**src/rtl/core/psnm_pkg.sv**
```systemverilog
// Shared types and constants for the palette shade nearest-match block.
// Holds the transaction payload structs, register indexes and the internal
// palette command and candidate tag structs. No dependencies.
`timescale 1ns / 1ps

package psnm_pkg;

   // Field widths
   localparam int CHAN_W      = 6;
   localparam int COLOR_W     = 3 * CHAN_W;
   localparam int ENTRY_W     = 8;
   localparam int INTENSITY_W = 9;
   localparam int DIST_W      = 12;
   localparam int SUM_W       = 14;
   localparam int CSR_IDX_W   = 2;
   localparam int CSR_DATA_W  = 9;

   // Sizing and reset values
   localparam int ENTRIES_DEFAULT = 256;
   localparam logic [DIST_W-1:0]      DIST_LIMIT      = 12'd4095;
   localparam logic [INTENSITY_W-1:0] INTENSITY_RESET = 9'd160;
   localparam logic [INTENSITY_W-1:0] INTENSITY_FULL  = 9'd256;

   // Register indexes on the configuration port
   localparam logic [CSR_IDX_W-1:0] CSR_INTENSITY    = 2'd0;
   localparam logic [CSR_IDX_W-1:0] CSR_TARGET_RED   = 2'd1;
   localparam logic [CSR_IDX_W-1:0] CSR_TARGET_GREEN = 2'd2;
   localparam logic [CSR_IDX_W-1:0] CSR_TARGET_BLUE  = 2'd3;

   // Request actions
   localparam logic ACT_WRITE = 1'b0;
   localparam logic ACT_QUERY = 1'b1;

   typedef struct packed {
      logic              action;
      logic [ENTRY_W-1:0] entry;
      logic [CHAN_W-1:0]  red;
      logic [CHAN_W-1:0]  green;
      logic [CHAN_W-1:0]  blue;
      logic              usable;
   } req_type;

   typedef struct packed {
      logic [ENTRY_W-1:0] queried_entry;
      logic [ENTRY_W-1:0] match_entry;
      logic [DIST_W-1:0]  best_distance;
   } rsp_type;

   // Palette access: one write port, one read port
   typedef struct packed {
      logic               wr_en;
      logic [ENTRY_W-1:0] wr_addr;
      logic               wr_avail;
      logic [COLOR_W-1:0] wr_color;
      logic [ENTRY_W-1:0] rd_addr;
   } pal_cmd_type;

   // Tag that travels with a scan candidate
   typedef struct packed {
      logic               valid;
      logic               avail;
      logic [ENTRY_W-1:0] idx;
   } cand_type;

endpackage

```
**src/rtl/core/psnm_dist_unit.sv**
```systemverilog
// Shared distance unit: squared RGB distance between the shaded colour and
// one palette candidate per cycle, registered with the candidate tag.
// Depends on psnm_pkg.
`timescale 1ns / 1ps

module psnm_dist_unit (
   input  logic                         clock,
   input  logic                         reset,
   input  logic [psnm_pkg::CHAN_W-1:0]  shade_red,
   input  logic [psnm_pkg::CHAN_W-1:0]  shade_green,
   input  logic [psnm_pkg::CHAN_W-1:0]  shade_blue,
   input  logic [psnm_pkg::COLOR_W-1:0] cand_color,
   input  psnm_pkg::cand_type           cand_in,
   output logic [psnm_pkg::SUM_W-1:0]   sum_sq,
   output psnm_pkg::cand_type           cand_out
);

   localparam int CW = psnm_pkg::CHAN_W;
   localparam int SW = 2 * psnm_pkg::CHAN_W;

   logic [CW-1:0]              diff_r, diff_g, diff_b;
   logic [CW-1:0]              c_r, c_g, c_b;
   logic [SW-1:0]              sq_r, sq_g, sq_b;
   logic [psnm_pkg::SUM_W-1:0] dist_in;
   logic [psnm_pkg::SUM_W-1:0] dist_ff;
   psnm_pkg::cand_type         cand_ff;

   assign c_r = cand_color[3*CW-1:2*CW];
   assign c_g = cand_color[2*CW-1:CW];
   assign c_b = cand_color[CW-1:0];

   // Absolute channel differences
   assign diff_r = (shade_red   >= c_r) ? (shade_red   - c_r) : (c_r - shade_red);
   assign diff_g = (shade_green >= c_g) ? (shade_green - c_g) : (c_g - shade_green);
   assign diff_b = (shade_blue  >= c_b) ? (shade_blue  - c_b) : (c_b - shade_blue);

   // Squares and sum
   assign sq_r    = SW'(diff_r) * SW'(diff_r);
   assign sq_g    = SW'(diff_g) * SW'(diff_g);
   assign sq_b    = SW'(diff_b) * SW'(diff_b);
   assign dist_in = psnm_pkg::SUM_W'(sq_r) + psnm_pkg::SUM_W'(sq_g)
                  + psnm_pkg::SUM_W'(sq_b);

   always_ff @(posedge clock) begin
      if (reset) begin
         cand_ff.valid <= 1'b0;
      end else begin
         cand_ff.valid <= cand_in.valid;
      end
      cand_ff.avail <= cand_in.avail;
      cand_ff.idx   <= cand_in.idx;
      dist_ff       <= dist_in;
   end

   assign sum_sq   = dist_ff;
   assign cand_out = cand_ff;

endmodule

```
**config.mk**
```make
export PLATFORM = sky130hd
export DESIGN_NAME = psnm_dist_unit
export DESIGN_NICKNAME = d
export VERILOG_FILES = /design/src/rtl/core/psnm_pkg.sv /design/src/rtl/core/psnm_dist_unit.sv
export SDC_FILE = /design/constraint.sdc
export NUM_CORES = 1
export LEC_CHECK = 0
export ABC_AREA = 1
export BUFFER_PORTS_ARGS = -buffer_cell sky130_fd_sc_hd__buf_2
export CORE_MARGIN = 5
export CORE_UTILIZATION = 43
export CTS_BUF_LIST = sky130_fd_sc_hd__clkbuf_4 sky130_fd_sc_hd__clkbuf_8
export CTS_CLUSTER_SIZE = 8
export DETAILED_ROUTE_END_ITERATION = 12
export PLACE_DENSITY = 0.65
export REMOVE_ABC_BUFFERS = 1
export SYNTH_ARGS = -nofsm -noshare
export SYNTH_HDL_FRONTEND = slang
export SYNTH_SLANG_ARGS = --single-unit
export TNS_END_PERCENT = 100
```
**constraint.sdc**
```tcl
create_clock -name clock -period 6.4 [get_ports clock]
set_clock_uncertainty 0.2 [all_clocks]
set_input_delay 0 -clock clock [delete_from_list [all_inputs] [get_ports clock]]
set_output_delay 0 -clock clock [all_outputs]
set_load 0.01 [all_outputs]
```
==> flow_summary.json <==
{
  "cpMostUsedCell": "inv_1",
  "synth_top_family_by_area": "adder cells",
  "first_iter_violations": 183,
  "drc": 0,
  "muxShareOfSynthArea_pct": 0,
  "gp_congestion": 0.977,
  "antenna_found_initial": 0,
  "first_global_vias": 4480,
  "hold_violations": 0,
  "setup_viol": 0,
  "critPathKind": "in2reg",
  "yosys_register_bits": 24,
  "synth.distinct_cells": 27,
  "die_height_um": 118,
  "ant_nets": 0,
  "rsz0062_at_grt": "no",
  "whs_ps": 120,
  "io_buffers": 71,
  "period_minus_slack_ps": 6000,
  "slowest_delay_ps": 560,
  "core-area_mm2": 0.0115,
  "yosys-top-cells-count": "188 x inv_1, 143 x nand2_1, 71 x ha_1, 66 x fa_1, 49 x nor2_1",
  "areaGrowthSynthToFinish_pct": 14.9,
  "seq_area_frac_synth_pct": 9.50,
  "cts_max_level": 1,
  "path_max_fanout": 6,
  "routed_wl_mm": 10.8,
  "final_util_pct": 50.7,
  "worstMarginPinSlew_ps": 339,
  "synth_ff_type": "dfxtp_1",
  "max_freq_mhz": 167,
  "synth_fa_ha_area_share_pct": 43.7,
  "synth_simple_gate_area_share_pct": 24.2,
  "io-pin-count": 72,
  "layout-drive-gt1-share_pct": 16.9,
  "synth_cells": 689,
  "start_kind": "primary input",
  "antenna_cells": 0,
  "cts_sinks": 24,
  "synthTopCellsByArea": "fa_1 26%, ha_1 18%, inv_1 14%",
  "hold_path.class": "in2reg",
  "slew-limit-headroom_pct": 77.1,
  "yosysTopAreaCell": "fa_1",
  "wl_per_cell_um": 11.7,
  "clk_pin_slew_ps": 90,
  "synth_compound_area_share_pct": 3.98,
  "final_cell_area_mm2": 0.00581,
  "die-width_um": 118,
  "endpoint_kind": "flip-flop",
  "ys_async_sr_fraction_pct": 0,
  "layout.nets": 965,
  "vias": 4325,
  "status": "finished clean",
  "yosysTopAreaCellShare_pct": 26.1,
  "grt_pass1_wl_mm": 19.5,
  "drv_slew": 0,
  "synth_edf_count": 0,
  "initial_core_util_pct": 44.1,
  "vias_per_cell": 4.69,
  "dpl_cell_area_mm2": 0.00562,
  "clockBufferDepth": 2,
  "cts_buffers": 3,
  "dr.pass1.iters": 5,
  "grt_usage_pct": 16.0,
  "min_period_over_period_pct": 93.7,
  "root_buffer": "clkbuf_8",
  "drv_cap": 0,
  "slowest_stage": "fa_1",
  "grt_overflow": 0,
  "dpl.hpwl_mm": 9.72,
  "avgSynthCellArea_um2": 7.34,
  "worst_ep_arrival_time_ps": 5960,
  "grt_max_degree": 15,
  "core.rowCount": 39,
  "syn_area_mm2": 0.00506,
  "cts_tree": "done",
  "synth.most_common_cell": "inv_1",
  "cp_data_required_time_ps": 6360,
  "synth_xor_xnor_area_share_pct": 3.12,
  "yosys_warnings": 0,
  "die_area_mm2": 0.0140
}
==> layout by cell type, fill, tap and decap left out, drive strengths merged <==
cell         Yosys  routed
xnor2            7       7
buf              4      79
nand3           41      41
xor2            11      11
bufinv           0       1
nor3             1       1
o21ai           16      16
dfxtp           24      24
nand3b           1       1
nand2          160     160
ha              71      71
nor2            57      57
inv            200     200
dlygate4sd3      0      11
a21oi           17      17
fa              66      66
a31oi            1       1
clkbuf           0       3
nand4           11      11
o21bai           1       1
==> metrics by stage <==
step                      setup TNS (ps)  setup WS (ps)  cells
after floorplan                        0            494    685
after global placement                 0            139    907
after detailed placement           -2.64          -2.64    907
after CTS                              0            254    922
after global routing                   0           29.4    922
final                                  0            402    922
==> final cells by class <==
| type | instances | area, um^2 |
|---|---|---|
| clock buffers | 3 | 41.3 |
| clock inverters | 1 | 30.0 |
| fillers | 1153 | 5660 |
| inverters | 200 | 751 |
| multi-input cells | 461 | 3800 |
| flip-flops and latches | 24 | 480 |
| well taps | 143 | 179 |
| repair buffers | 90 | 526 |
==> per-layer routing <==
metal / up-vias / global-route usage [%] / part of all wire [%]
met5: - / 0 / 0
met4: 0 / 2.20 / 1.0
met1: 2000 / 20.9 / 44
met3: 12 / 1.91 / 4.3
li1: 2212 / - / -
met2: 101 / 29.2 / 51
==> cell families (layout without fill, tap and decap cells) <==
logic type | Yosys count | count (layout)
simple gates | 271 | 271
buf+inv | 204 | 294
fa+ha+maj | 137 | 137
compound gates | 35 | 35
flops | 24 | 24
xor+xnor | 18 | 18
==> worst max-delay path, delay by kind of cell <==
kind	cells	cell delay [ps]
buffers and inverters	10	680
and+or+nand+nor	11	1140
adders and majority gates	9	4160
==> path summary, 6_finish.rpt <==
check	startpoint	to	slack, ps	cells past startpoint
worst max-delay path	shade_green[0]	sum_sq[13]$_DFF_P_	400	30
worst min-delay path	cand_color[6]	sum_sq[0]$_DFF_P_	120	5
==> registers in the layout, indices dropped and copies added, names as in the netlist <==
name and count:
cand_out 10, sum_sq 14
==> timing repair <==
action / 4_1_cts / 5_1_grt
endpoints found under the hold margin: 10 / 0
hold buffers: 11 / 0
resized for setup: 0 / 4
setup endpoints to repair: 0 / 4
setup buffers: 0 / 0
Power is left out: the tool's default activity adds up to more than one toggle a clock period on the data nets, which glitch-free logic cannot reach.
